===== src/rtl/blc_pkg.sv =====
// shared types, codes and field layout of the bounded indexed list
package blc_pkg;

   // default sizes
   localparam int unsigned DEF_DEPTH      = 16;
   localparam int unsigned DEF_DATA_WIDTH = 32;
   localparam int unsigned DEF_IDX_W      = $clog2(DEF_DEPTH);
   localparam int unsigned DEF_CNT_W      = $clog2(DEF_DEPTH + 1);

   // request fields
   localparam int unsigned OP_W        = 4;
   localparam int unsigned POS_W       = 5;
   localparam int unsigned DIN_W       = 32;
   localparam int unsigned OP_LSB      = 0;
   localparam int unsigned POS_LSB     = OP_LSB + OP_W;
   localparam int unsigned DIN_LSB     = POS_LSB + POS_W;
   localparam int unsigned REQ_TDATA_W = 48;

   // response fields
   localparam int unsigned DOUT_W      = 32;
   localparam int unsigned CNT_W       = 5;
   localparam int unsigned STAT_W      = 2;
   localparam int unsigned DOUT_LSB    = 0;
   localparam int unsigned FRONT_LSB   = DOUT_LSB + DOUT_W;
   localparam int unsigned BACK_LSB    = FRONT_LSB + DOUT_W;
   localparam int unsigned CNT_LSB     = BACK_LSB + DOUT_W;
   localparam int unsigned EMPTY_LSB   = CNT_LSB + CNT_W;
   localparam int unsigned STAT_LSB    = EMPTY_LSB + 1;
   localparam int unsigned RSP_TDATA_W = 104;

   // operation codes
   localparam logic [OP_W-1:0] OP_PUSH_FRONT = 4'd0;
   localparam logic [OP_W-1:0] OP_POP_FRONT  = 4'd1;
   localparam logic [OP_W-1:0] OP_PUSH_BACK  = 4'd2;
   localparam logic [OP_W-1:0] OP_POP_BACK   = 4'd3;
   localparam logic [OP_W-1:0] OP_INSERT     = 4'd4;
   localparam logic [OP_W-1:0] OP_ERASE      = 4'd5;
   localparam logic [OP_W-1:0] OP_READ       = 4'd6;
   localparam logic [OP_W-1:0] OP_READ_END   = 4'd7;
   localparam logic [OP_W-1:0] OP_REMOVE     = 4'd8;
   localparam logic [OP_W-1:0] OP_REVERSE    = 4'd9;

   // status codes
   localparam logic [STAT_W-1:0] ST_OK      = 2'd0;
   localparam logic [STAT_W-1:0] ST_RANGE   = 2'd1;
   localparam logic [STAT_W-1:0] ST_FULL    = 2'd2;
   localparam logic [STAT_W-1:0] ST_MISSING = 2'd3;

   // cell actions
   localparam logic [1:0] ACT_HOLD   = 2'd0;
   localparam logic [1:0] ACT_INSERT = 2'd1;
   localparam logic [1:0] ACT_DELETE = 2'd2;
   localparam logic [1:0] ACT_SWAP   = 2'd3;

   // broadcast command to the cell row at default sizes
   typedef struct packed {
      logic [1:0]                action;
      logic [DEF_IDX_W-1:0]      key;
      logic [DEF_CNT_W-1:0]      count;
      logic                      phase;
      logic                      match_mode;
      logic [DEF_DATA_WIDTH-1:0] value;
   } cell_cmd_type;

   // lookup tap passed toward the front at default sizes
   typedef struct packed {
      logic                      hit;
      logic [DEF_IDX_W-1:0]      idx;
      logic [DEF_DATA_WIDTH-1:0] value;
   } cell_tap_type;

endpackage


===== src/rtl/blc_cell.sv =====
// one storage cell of the list row with its lookup tap stages
module blc_cell #(
   parameter int unsigned CELL_INDEX = 0,
   parameter int unsigned DATA_WIDTH = blc_pkg::DEF_DATA_WIDTH,
   parameter int unsigned IDX_WIDTH  = blc_pkg::DEF_IDX_W,
   parameter type         cmd_type   = blc_pkg::cell_cmd_type,
   parameter type         tap_type   = blc_pkg::cell_tap_type
) (
   input  logic                  clock,
   input  cmd_type               cmd,
   input  logic [DATA_WIDTH-1:0] left_value,
   input  logic [DATA_WIDTH-1:0] right_value,
   input  tap_type               tap_from_right,
   input  logic [DATA_WIDTH-1:0] prev_from_right,
   output logic [DATA_WIDTH-1:0] value,
   output tap_type               tap_out,
   output logic [DATA_WIDTH-1:0] prev_out
);
   import blc_pkg::*;

   localparam logic [IDX_WIDTH-1:0] MY_IDX = IDX_WIDTH'(CELL_INDEX);
   localparam logic                 ODD    = 1'(CELL_INDEX % 2);

   logic [DATA_WIDTH-1:0] value_ff, value_in;
   tap_type               tap_ff, tap_in;
   logic [DATA_WIDTH-1:0] prev_ff, prev_in;
   logic [31:0]           cnt_w, key_w;
   logic                  active, has_right, hit;

   assign cnt_w     = 32'(cmd.count);
   assign key_w     = 32'(cmd.key);
   assign active    = CELL_INDEX < cnt_w;
   assign has_right = (CELL_INDEX + 1) < cnt_w;

   // next stored value from own, neighbor or broadcast data
   always_comb begin
      value_in = value_ff;
      unique case (cmd.action)
         ACT_INSERT: begin
            if (key_w == CELL_INDEX) begin
               value_in = cmd.value;
            end else if (key_w < CELL_INDEX) begin
               value_in = left_value;
            end
         end
         ACT_DELETE: begin
            if (key_w <= CELL_INDEX) begin
               value_in = right_value;
            end
         end
         ACT_SWAP: begin
            // odd-even transposition round, every pair in the list swaps
            if (active) begin
               if (ODD == cmd.phase) begin
                  if (has_right) begin
                     value_in = right_value;
                  end
               end else if (CELL_INDEX != 0) begin
                  value_in = left_value;
               end
            end
         end
         default: begin
            value_in = value_ff;
         end
      endcase
   end

   // lookup taps: a hit here overrides whatever comes from further back
   assign hit = cmd.match_mode ? (active && (value_ff == cmd.value)) : (key_w == CELL_INDEX);

   always_comb begin
      tap_in = tap_from_right;
      if (hit) begin
         tap_in.hit   = 1'b1;
         tap_in.idx   = MY_IDX;
         tap_in.value = value_ff;
      end
   end

   // second-to-last element tap
   assign prev_in = ((CELL_INDEX + 2) == cnt_w) ? value_ff : prev_from_right;

   always_ff @(posedge clock) begin
      value_ff <= value_in;
      tap_ff   <= tap_in;
      prev_ff  <= prev_in;
   end

   assign value    = value_ff;
   assign tap_out  = tap_ff;
   assign prev_out = prev_ff;

endmodule


===== src/rtl/bounded_indexed_list.sv =====
// top level of the bounded indexed list
//
// Ordered list of up to DEPTH words held in a row of cells, cell 0 the front.
// One transaction is worked at a time. An op is accepted, then the lookup
// taps ripple in the scan state from the far end of the row to cell 0
// (indexed read, first equal value and the second-to-last element), then
// the apply state does the shift or write and the done state loads the
// response register once it is free. Reverse on two or more elements adds
// one odd-even swap round per element held. The next request is taken while
// a response still waits in the output register.
module bounded_indexed_list #(
   parameter int unsigned DEPTH      = blc_pkg::DEF_DEPTH,
   parameter int unsigned DATA_WIDTH = blc_pkg::DEF_DATA_WIDTH
) (
   input  logic                             clock,
   input  logic                             reset,
   input  logic                             req_tvalid,
   output logic                             req_tready,
   // op[3:0], position[8:4], data_in[40:9], zero pad[47:41]
   input  logic [blc_pkg::REQ_TDATA_W-1:0]  req_tdata,
   output logic                             rsp_tvalid,
   input  logic                             rsp_tready,
   // data_out[31:0], front_value[63:32], back_value[95:64], count[100:96],
   // is_empty[101], status[103:102]
   output logic [blc_pkg::RSP_TDATA_W-1:0]  rsp_tdata
);
   import blc_pkg::*;

   localparam int unsigned IW = $clog2(DEPTH);
   localparam int unsigned CW = $clog2(DEPTH + 1);
   localparam int unsigned PW = (CW > POS_W) ? CW : POS_W;

   typedef struct packed {
      logic [1:0]            action;
      logic [IW-1:0]         key;
      logic [CW-1:0]         count;
      logic                  phase;
      logic                  match_mode;
      logic [DATA_WIDTH-1:0] value;
   } cmd_type;

   typedef struct packed {
      logic                  hit;
      logic [IW-1:0]         idx;
      logic [DATA_WIDTH-1:0] value;
   } tap_type;

   // sequencer states
   localparam logic [2:0] S_IDLE    = 3'd0;
   localparam logic [2:0] S_SCAN    = 3'd1;
   localparam logic [2:0] S_APPLY   = 3'd2;
   localparam logic [2:0] S_REVERSE = 3'd3;
   localparam logic [2:0] S_DONE    = 3'd4;

   logic [2:0]             state_ff, state_in;
   logic [IW-1:0]          ctr_ff, ctr_in;
   logic [CW-1:0]          count_ff, count_in;
   logic                   rsp_valid_ff, rsp_valid_in;
   logic [OP_W-1:0]        op_ff, op_in;
   logic [POS_W-1:0]       pos_ff, pos_in;
   logic [DATA_WIDTH-1:0]  key_ff, key_in;
   logic [DATA_WIDTH-1:0]  back_ff, back_in;
   logic [DATA_WIDTH-1:0]  dout_ff, dout_in;
   logic [STAT_W-1:0]      status_ff, status_in;
   logic [RSP_TDATA_W-1:0] rsp_data_ff, rsp_data_in;

   logic [DATA_WIDTH-1:0]  cell_value [DEPTH];
   tap_type                tap_q [DEPTH];
   logic [DATA_WIDTH-1:0]  prev_q [DEPTH];
   cmd_type                cmd;

   logic [PW-1:0]          pos_x, cnt_x, last_x, tgt_x;
   logic                   full, empty, rsp_free;
   logic [1:0]             act;
   logic [IW-1:0]          act_key;
   logic [STAT_W-1:0]      st;
   logic [DATA_WIDTH-1:0]  dout, nback;
   logic                   go_rev;
   logic [DATA_WIDTH-1:0]  front_out, back_out;

   assign pos_x  = PW'(pos_ff);
   assign cnt_x  = PW'(count_ff);
   assign last_x = cnt_x - PW'(1);
   assign full   = (count_ff == CW'(DEPTH));
   assign empty  = (count_ff == '0);

   // scan target: direct index or counted from the end
   always_comb begin
      tgt_x = pos_x;
      if (op_ff == OP_READ_END) begin
         tgt_x = cnt_x - pos_x;
      end
   end

   // op decision once the taps have settled at cell 0
   always_comb begin
      act     = ACT_HOLD;
      act_key = '0;
      st      = ST_OK;
      dout    = '0;
      nback   = back_ff;
      go_rev  = 1'b0;
      case (op_ff)
         OP_PUSH_FRONT: begin
            if (full) begin
               st = ST_FULL;
            end else begin
               act = ACT_INSERT;
               if (empty) begin
                  nback = key_ff;
               end
            end
         end
         OP_POP_FRONT: begin
            if (empty) begin
               st = ST_RANGE;
            end else begin
               act  = ACT_DELETE;
               dout = cell_value[0];
            end
         end
         OP_PUSH_BACK: begin
            if (full) begin
               st = ST_FULL;
            end else begin
               act     = ACT_INSERT;
               act_key = count_ff[IW-1:0];
               nback   = key_ff;
            end
         end
         OP_POP_BACK: begin
            if (empty) begin
               st = ST_RANGE;
            end else begin
               act     = ACT_DELETE;
               act_key = last_x[IW-1:0];
               dout    = back_ff;
               nback   = prev_q[0];
            end
         end
         OP_INSERT: begin
            if (pos_x > cnt_x) begin
               st = ST_RANGE;
            end else if (full) begin
               st = ST_FULL;
            end else begin
               act     = ACT_INSERT;
               act_key = pos_x[IW-1:0];
               if (pos_x == cnt_x) begin
                  nback = key_ff;
               end
            end
         end
         OP_ERASE: begin
            if (pos_x >= cnt_x) begin
               st = ST_RANGE;
            end else begin
               act     = ACT_DELETE;
               act_key = pos_x[IW-1:0];
               dout    = tap_q[0].value;
               if (pos_x == last_x) begin
                  nback = prev_q[0];
               end
            end
         end
         OP_READ: begin
            if (pos_x >= cnt_x) begin
               st = ST_RANGE;
            end else begin
               dout = tap_q[0].value;
            end
         end
         OP_READ_END: begin
            if ((pos_x == '0) || (pos_x > cnt_x)) begin
               st = ST_RANGE;
            end else begin
               dout = tap_q[0].value;
            end
         end
         OP_REMOVE: begin
            if (empty) begin
               st = ST_RANGE;
            end else if (!tap_q[0].hit) begin
               st = ST_MISSING;
            end else begin
               act     = ACT_DELETE;
               act_key = tap_q[0].idx;
               dout    = tap_q[0].value;
               if (tap_q[0].idx == last_x[IW-1:0]) begin
                  nback = prev_q[0];
               end
            end
         end
         OP_REVERSE: begin
            nback  = cell_value[0];
            go_rev = (cnt_x > PW'(1));
         end
         default: begin
            st = ST_OK;
         end
      endcase
   end

   // command broadcast to the row
   always_comb begin
      cmd.action     = ACT_HOLD;
      cmd.key        = tgt_x[IW-1:0];
      cmd.count      = count_ff;
      cmd.phase      = ctr_ff[0];
      cmd.match_mode = (op_ff == OP_REMOVE);
      cmd.value      = key_ff;
      if (state_ff == S_APPLY) begin
         cmd.action = act;
         cmd.key    = act_key;
      end else if (state_ff == S_REVERSE) begin
         cmd.action = ACT_SWAP;
      end
   end

   // the cell row
   for (genvar g = 0; g < DEPTH; g++) begin : g_cell
      logic [DATA_WIDTH-1:0] left_v, right_v, prev_r;
      tap_type               tap_r;

      if (g == 0) begin : g_first
         assign left_v = '0;
      end else begin : g_inner_left
         assign left_v = cell_value[g-1];
      end

      if (g == DEPTH - 1) begin : g_last
         assign right_v = '0;
         assign tap_r   = '0;
         assign prev_r  = '0;
      end else begin : g_inner_right
         assign right_v = cell_value[g+1];
         assign tap_r   = tap_q[g+1];
         assign prev_r  = prev_q[g+1];
      end

      blc_cell #(
         .CELL_INDEX (g),
         .DATA_WIDTH (DATA_WIDTH),
         .IDX_WIDTH  (IW),
         .cmd_type   (cmd_type),
         .tap_type   (tap_type)
      ) u_cell (
         .clock           (clock),
         .cmd             (cmd),
         .left_value      (left_v),
         .right_value     (right_v),
         .tap_from_right  (tap_r),
         .prev_from_right (prev_r),
         .value           (cell_value[g]),
         .tap_out         (tap_q[g]),
         .prev_out        (prev_q[g])
      );
   end

   assign req_tready = (state_ff == S_IDLE);
   assign rsp_free   = !rsp_valid_ff || rsp_tready;
   assign front_out  = empty ? '0 : cell_value[0];
   assign back_out   = empty ? '0 : back_ff;

   // sequencer next state
   always_comb begin
      state_in     = state_ff;
      ctr_in       = ctr_ff;
      count_in     = count_ff;
      rsp_valid_in = rsp_valid_ff;
      op_in        = op_ff;
      pos_in       = pos_ff;
      key_in       = key_ff;
      back_in      = back_ff;
      dout_in      = dout_ff;
      status_in    = status_ff;
      rsp_data_in  = rsp_data_ff;

      if (rsp_valid_ff && rsp_tready) begin
         rsp_valid_in = 1'b0;
      end

      unique case (state_ff)
         S_IDLE: begin
            if (req_tvalid) begin
               op_in    = req_tdata[OP_LSB +: OP_W];
               pos_in   = req_tdata[POS_LSB +: POS_W];
               key_in   = DATA_WIDTH'(req_tdata[DIN_LSB +: DIN_W]);
               ctr_in   = '0;
               state_in = S_SCAN;
            end
         end
         S_SCAN: begin
            if (ctr_ff == IW'(DEPTH - 1)) begin
               state_in = S_APPLY;
            end else begin
               ctr_in = ctr_ff + 1'b1;
            end
         end
         S_APPLY: begin
            dout_in   = dout;
            status_in = st;
            back_in   = nback;
            ctr_in    = '0;
            if (act == ACT_INSERT) begin
               count_in = count_ff + 1'b1;
            end else if (act == ACT_DELETE) begin
               count_in = count_ff - 1'b1;
            end
            state_in = go_rev ? S_REVERSE : S_DONE;
         end
         S_REVERSE: begin
            if (ctr_ff == last_x[IW-1:0]) begin
               state_in = S_DONE;
            end else begin
               ctr_in = ctr_ff + 1'b1;
            end
         end
         S_DONE: begin
            if (rsp_free) begin
               rsp_data_in = '0;
               rsp_data_in[DOUT_LSB +: DOUT_W]   = DOUT_W'(dout_ff);
               rsp_data_in[FRONT_LSB +: DOUT_W]  = DOUT_W'(front_out);
               rsp_data_in[BACK_LSB +: DOUT_W]   = DOUT_W'(back_out);
               rsp_data_in[CNT_LSB +: CNT_W]     = CNT_W'(count_ff);
               rsp_data_in[EMPTY_LSB]            = empty;
               rsp_data_in[STAT_LSB +: STAT_W]   = status_ff;
               rsp_valid_in = 1'b1;
               state_in     = S_IDLE;
            end
         end
         default: begin
            state_in = S_IDLE;
         end
      endcase
   end

   // control registers
   always_ff @(posedge clock) begin
      if (reset) begin
         state_ff     <= S_IDLE;
         ctr_ff       <= '0;
         count_ff     <= '0;
         rsp_valid_ff <= 1'b0;
      end else begin
         state_ff     <= state_in;
         ctr_ff       <= ctr_in;
         count_ff     <= count_in;
         rsp_valid_ff <= rsp_valid_in;
      end
   end

   // payload registers
   always_ff @(posedge clock) begin
      op_ff       <= op_in;
      pos_ff      <= pos_in;
      key_ff      <= key_in;
      back_ff     <= back_in;
      dout_ff     <= dout_in;
      status_ff   <= status_in;
      rsp_data_ff <= rsp_data_in;
   end

   assign rsp_tvalid = rsp_valid_ff;
   assign rsp_tdata  = rsp_data_ff;

endmodule


===== config.mk =====
export PLATFORM = sky130hd
export DESIGN_NAME = bounded_indexed_list
export DESIGN_NICKNAME = d
export VERILOG_FILES = /design/src/rtl/blc_pkg.sv /design/src/rtl/blc_cell.sv /design/src/rtl/bounded_indexed_list.sv
export SDC_FILE = /design/constraint.sdc
export NUM_CORES = 2
export LEC_CHECK = 0
export ABC_AREA = 1
export BUFFER_PORTS_ARGS = -buffer_cell sky130_fd_sc_hd__buf_4
export CORE_ASPECT_RATIO = 1.25
export CORE_MARGIN = 1.5
export CORE_UTILIZATION = 59
export DETAILED_ROUTE_END_ITERATION = 6
export HOLD_SLACK_MARGIN = 0.15
export PLACE_DENSITY = 0.73
export SLEW_MARGIN = 30
export SYNTH_ARGS = -nofsm -noshare
export SYNTH_HDL_FRONTEND = slang
export SYNTH_SLANG_ARGS = --single-unit

===== constraint.sdc =====
create_clock -name clock -period 19.7 [get_ports clock]
set_input_delay 5.91 -clock clock [delete_from_list [all_inputs] [get_ports clock]]
set_output_delay 5.91 -clock clock [all_outputs]
set_load 0.02 [all_outputs]

After elaboration in Yosys (flattened, before gate mapping)
Index checks and enable logic that the tools add are counted.
- bits in registers: 1840
- input port bits: 52
- logic and storage cells: 576
- $add $sub $neg: 4
- order comparisons: 52
- eq/ne operators: 153
- reductions and logical operators: 54
- multiplexer cells: 222
- operators with widths (cell ; number):
    two-way mux 32 bit ; 144
    one-hot mux 32 bit (3 select lines) ; 16
    equality test 32 bit ; 16
    one-hot mux 32 bit (7 select lines) ; 1
    one-hot mux 32 bit (5 select lines) ; 1
    AND reduction 5 bit ; 15
    != test 2 x 1 -> 1 bit (second input constant) ; 33
    two-way mux 4 bit ; 12
    != test 3 x 1 -> 1 bit (second input constant) ; 16
    != test 3 x 2 -> 1 bit (second input constant) ; 15
    equality test 4 bit (second input constant) ; 11
    equality test 4 x 5 -> 1 bit (first input constant) ; 8
    less-than comparator 4 x 5 -> 1 bit (first input constant) ; 8
    two-way mux 37 bit ; 1
    != test 2 bit (second input constant) ; 18
    equality test 4 x 3 -> 1 bit (second input constant) ; 8
    less-or-equal comparator 4 bit (second input constant) ; 8
    logical NOT 32 bit ; 1
    less-than comparator 4 bit (second input constant) ; 8
    two-way mux 1 bit ; 24
    two-way mux 2 bit ; 11
    equality test 3 x 5 -> 1 bit (first input constant) ; 4
    less-than comparator 3 x 5 -> 1 bit (first input constant) ; 4
    one-hot mux 4 bit (5 select lines) ; 1
    49 further kinds ; 101

Depth between registers and ports, before layout
- word-level depth: 9
- gate-level depth with buffers: 22
- depth with buffers taken out: 19

By module
Synthesis repeated with hierarchy kept, for this count alone.
- cells, all modules: 10618
- area, all modules: 86246.5 µm²
- by module, submodules not included (module ; instances ; area each (µm²) ; cells each ; sequential area each (µm²)):
    bounded_indexed_list ; 1 ; 9872.0 ; 937 ; 6596.3
    blc_cell at g_cell[15].u_cell ; 1 ; 4936.0 ; 598 ; 2342.2
    blc_cell at g_cell[13].u_cell ; 1 ; 4835.9 ; 620 ; 2342.2
    blc_cell at g_cell[6].u_cell ; 1 ; 4829.6 ; 618 ; 2342.2
    blc_cell at g_cell[12].u_cell ; 1 ; 4828.4 ; 628 ; 2342.2
    blc_cell at g_cell[10].u_cell ; 1 ; 4820.9 ; 625 ; 2342.2
    blc_cell at g_cell[8].u_cell ; 1 ; 4819.6 ; 620 ; 2342.2
    blc_cell at g_cell[1].u_cell ; 1 ; 4807.1 ; 609 ; 2342.2
    blc_cell at g_cell[4].u_cell ; 1 ; 4800.9 ; 599 ; 2342.2
    blc_cell at g_cell[11].u_cell ; 1 ; 4797.1 ; 613 ; 2342.2
    blc_cell at g_cell[3].u_cell ; 1 ; 4794.6 ; 613 ; 2342.2
    blc_cell at g_cell[5].u_cell ; 1 ; 4777.1 ; 602 ; 2342.2
    blc_cell at g_cell[9].u_cell ; 1 ; 4775.8 ; 611 ; 2342.2
    blc_cell at g_cell[7].u_cell ; 1 ; 4774.6 ; 608 ; 2342.2
    3 more rows ; - ; - ; - ; -

Worst setup path after synthesis
Ideal clock, no wire load.
- kind: input-to-reg
- start: input rsp_tready
- end: register rsp_data_ff[0], in the netlist rsp_tdata[0], enable pin
- slack: 3129 ps
- setup time: 822 ps
- arrival: 15749 ps
- buffers on the path: 0
- cell stages on the path: 2
- data required time: 18878 ps
- path through: nor2_1 -> nor4_1
- longest elaborated chain between the ends: 2
- RTL lines (element ; line ; source):
    start: declaration ; bounded_indexed_list.sv:22 ; input logic rsp_tready,
    logical OR 1 bit ; bounded_indexed_list.sv:261 ; assign rsp_free = !rsp_valid_ff || rsp_tready;
    AND reduction 2 bit (no line) ; - ;
    end signal: assignment ; bounded_indexed_list.sv:361 ; rsp_data_ff <= rsp_data_in;
    end: declaration ; bounded_indexed_list.sv:65 ; logic [RSP_TDATA_W-1:0] rsp_data_ff, rsp_data_in;
No other way between the ends.
A chain may end at the register's enable or synchronous reset.

Worst setup path in the final report
- start: register state_ff[0]
- end: output req_tready
- longest elaborated chain between the ends: 1
- RTL lines (element ; line ; source):
    start: declaration ; bounded_indexed_list.sv:55 ; logic [2:0] state_ff, state_in;
    start signal: assignment ; bounded_indexed_list.sv:346 ; state_ff <= state_in;
    logical NOT 3 bit ; bounded_indexed_list.sv:260 ; assign req_tready = (state_ff == S_IDLE);
    end: declaration ; bounded_indexed_list.sv:18 ; output logic req_tready,
No other way between the ends.

==> out/qor.csv <==
metric,value,unit
largest net degree at the start of global routing,200,
TritonCTS clock tree,done,
Worst setup EP type,output port,
Synth Cell Area,82700,um2
CP required,13.79,ns
Synth Register Bits,1825,
routability cong.,0.919,
Sum Neg Setup Slack,0,ns
vias,68100,
"commonest non-fill, non-tap cell in the layout",nand2_1,
met1 WL,89200,um
library cells used by synthesis,49,
die area,142000,um2
antenna violations before repair,0,
H-tree depth,4,
GRT Total Usage,32.1,%
finished layout cell area,90800,um2
# IOs,158,
final net count,10200,
FP Rows,153,
Final period util,38.6,%
Port Buffer Count,150,
DIE WIDTH,338,um
Worst Setup Path Type,flip-flop to output port,
asr flop ratio synth,0,%
violated checks,DRC,
highest routed layer,met4,
Slew @ Worst Pin,1.07,ns
crit path time final,7.61,ns
"Slew Viols, Final",0,
core area,139000,um2
Final setup viols,0,
die height,422,um
fmax,131,MHz
CTS max path bufs,3,
via count of the first global-routing pass,66200,
share of cells above drive strength 1,7.07,%
Mapped Cells,10300,
Routed Wire Length,232000,um
post-DR vias/cell,5.61,
Layout Skew,0.0231,ns
dpl ws,11.87,ns
"EDFF count, synth",723,
power density cells,147,nW/um2
Synth Net Count,10400,
CTS root buf,clkbuf_16,
P&R area growth vs syn,9.77,%
met3 wire len,17300,um
unrepaired setup endpoints after global routing,false,
"CTS clk-pin slew, worst paths",0.06,ns
Worst Hold Class,flip-flop to flip-flop,
VDD IR max,105,uV
dpl hpwl,167000,um
first-pass GRT wire length,360000,um
DR iter-0 viols,6779,
post-CTS sizing,0,
sequential element share of the synthesized area,52.9,%
main flop type after synthesis,dfxtp_1,
Placed Area,84900,um2
clock sinks,1825,
drt pass-1 iters,7,
Synth Warn #,0,
post-route setup slack,12.09,ns
starting density of the core,59.4,%
Post-CTS Setup Bufs,0,
max cap viols,0,
Worst EP arrival,1.70,ns
WL per Instance,19.1,um
Mean Syn Cell Area,8.01,um2
Startpoint Class,flip-flop,
WL met2,115000,um
leakage,39.4,nW
"antenna viol nets, final",0,
hold_buf cts,0,
Post-route DRC,10,
final hold violation count,0,
outcome,"finished, violations left",
clk_lat worst skew,0.83,ns
CTS Buf Count,174,
# diodes,0,
CP Max Fanout,7,
global route total overflow,0,
Slew HR,28.2,%
"commonest non-fill, non-tap cells in the layout","nand2_1, nand3_1, inv_1",
## routing by layer
metal | global-route usage (%) | vias to the layer above
met5 | 0 | -
met1 | 38.7 | 31300
met3 | 4.15 | 551
met4 | 16.4 | 0
li1 | - | 33300
met2 | 55.8 | 2902
## synth_stat cells, types with 6 or more instances
cell	instances	area, um2
nor2_2	6	37.5
nand4_1	103	644
a21oi_1	49	245
nor2_4	6	67.6
o21ai_0	542	2710
clkinv_1	9	33.8
nand3_2	11	110
inv_1	1168	4380
ha_1	15	188
nor4_1	74	463
o221ai_1	37	324
nand2_2	18	113
nand3b_1	12	90.1
o22ai_1	450	2820
buf_2	225	1130
xor2_1	231	2020
inv_2	13	48.8
nor2_1	333	1250
nand2_1	3138	11800
buf_1	67	251
dfxtp_1	1102	22100
or2_2	14	87.6
xnor2_1	93	815
buf_4	38	285
o211ai_1	37	278
clkbuf_1	357	1340
nor3_1	41	205
nand3_1	1370	6860
edfxtp_1	723	21700
## power breakdown
group / leakage (nW) / internal [mW] / switching, mW
Combinational: 20.9 / 1.27 / 3.04
Clock: 2.90 / 2.00 / 1.44
Sequential: 15.6 / 5.20 / 0.430
## per-stage QoR
stage               utilization (%)  hold WS [ns]  total power, mW  std cells
floorplan                         -         0.387             8.65      10300
global placement               60.9         0.394             9.72      11800
detailed placement             61.0         0.397             9.91      11800
CTS                            65.2         0.408             13.3      12100
global route                   65.2         0.418             14.1      12100
finish                         65.2         0.407             13.4      12100
## worst max-delay path: stages, from the launching register on
cell	delay, ns
dfxtp_1	0.42
nor3_1	0.28
buf_4	0.19
## cell type report
type	instances	area, um2
tap	1860	2330
inverter	1190	4480
sequential	1825	43800
clock buffer	256	5120
fill	11400	48400
multi-input combinational	6613	31700
timing repair buffer	332	2580
clock inverter	67	752
## worst paths after layout
| check | start | end | slack [ns] | cells past startpoint |
|---|---|---|---|---|
| setup / recovery | state_ff[0] | req_tready | 12.09 | 2 |
| hold / removal | g_cell[13].u_cell.tap_out[32] | g_cell[12].u_cell.tap_out[32] | 0.41 | 2 |
| setup reg to reg | cnt_x[1] | g_cell[8].u_cell.tap_out[35] | 13.23 | 16 |
| hold reg to reg | g_cell[13].u_cell.tap_out[32] | g_cell[12].u_cell.tap_out[32] | 0.41 | 2 |
## flip-flops by register name, summed over array words and instances, names as in the netlist
name / flops
status_ff: 2
cnt_x: 5
g_cell.u_cell.tap_out: 577
pos_ff: 5
state_ff: 3
rsp_tdata: 104
key_ff: 32
g_cell.u_cell.prev_out: 512
back_ff: 32
g_cell.u_cell.value: 512
rsp_tvalid: 1
ctr_ff: 4
op_ff: 4
dout_ff: 32
## cell families (layout without fill, tap and decap cells)
| kind of cell | after synthesis | count (layout) | synth area share (%) |
|---|---|---|---|
| buf+inv | 1879 | 1845 | 9.06 |
| flops | 1825 | 1825 | 52.9 |
| simple gates | 5139 | 5139 | 26.4 |
| compound gates | 1134 | 1134 | 7.89 |
| xor+xnor | 324 | 324 | 3.43 |
| fa+ha+maj | 16 | 16 | 0.251 |
Power figures use the tool's default switching activity.
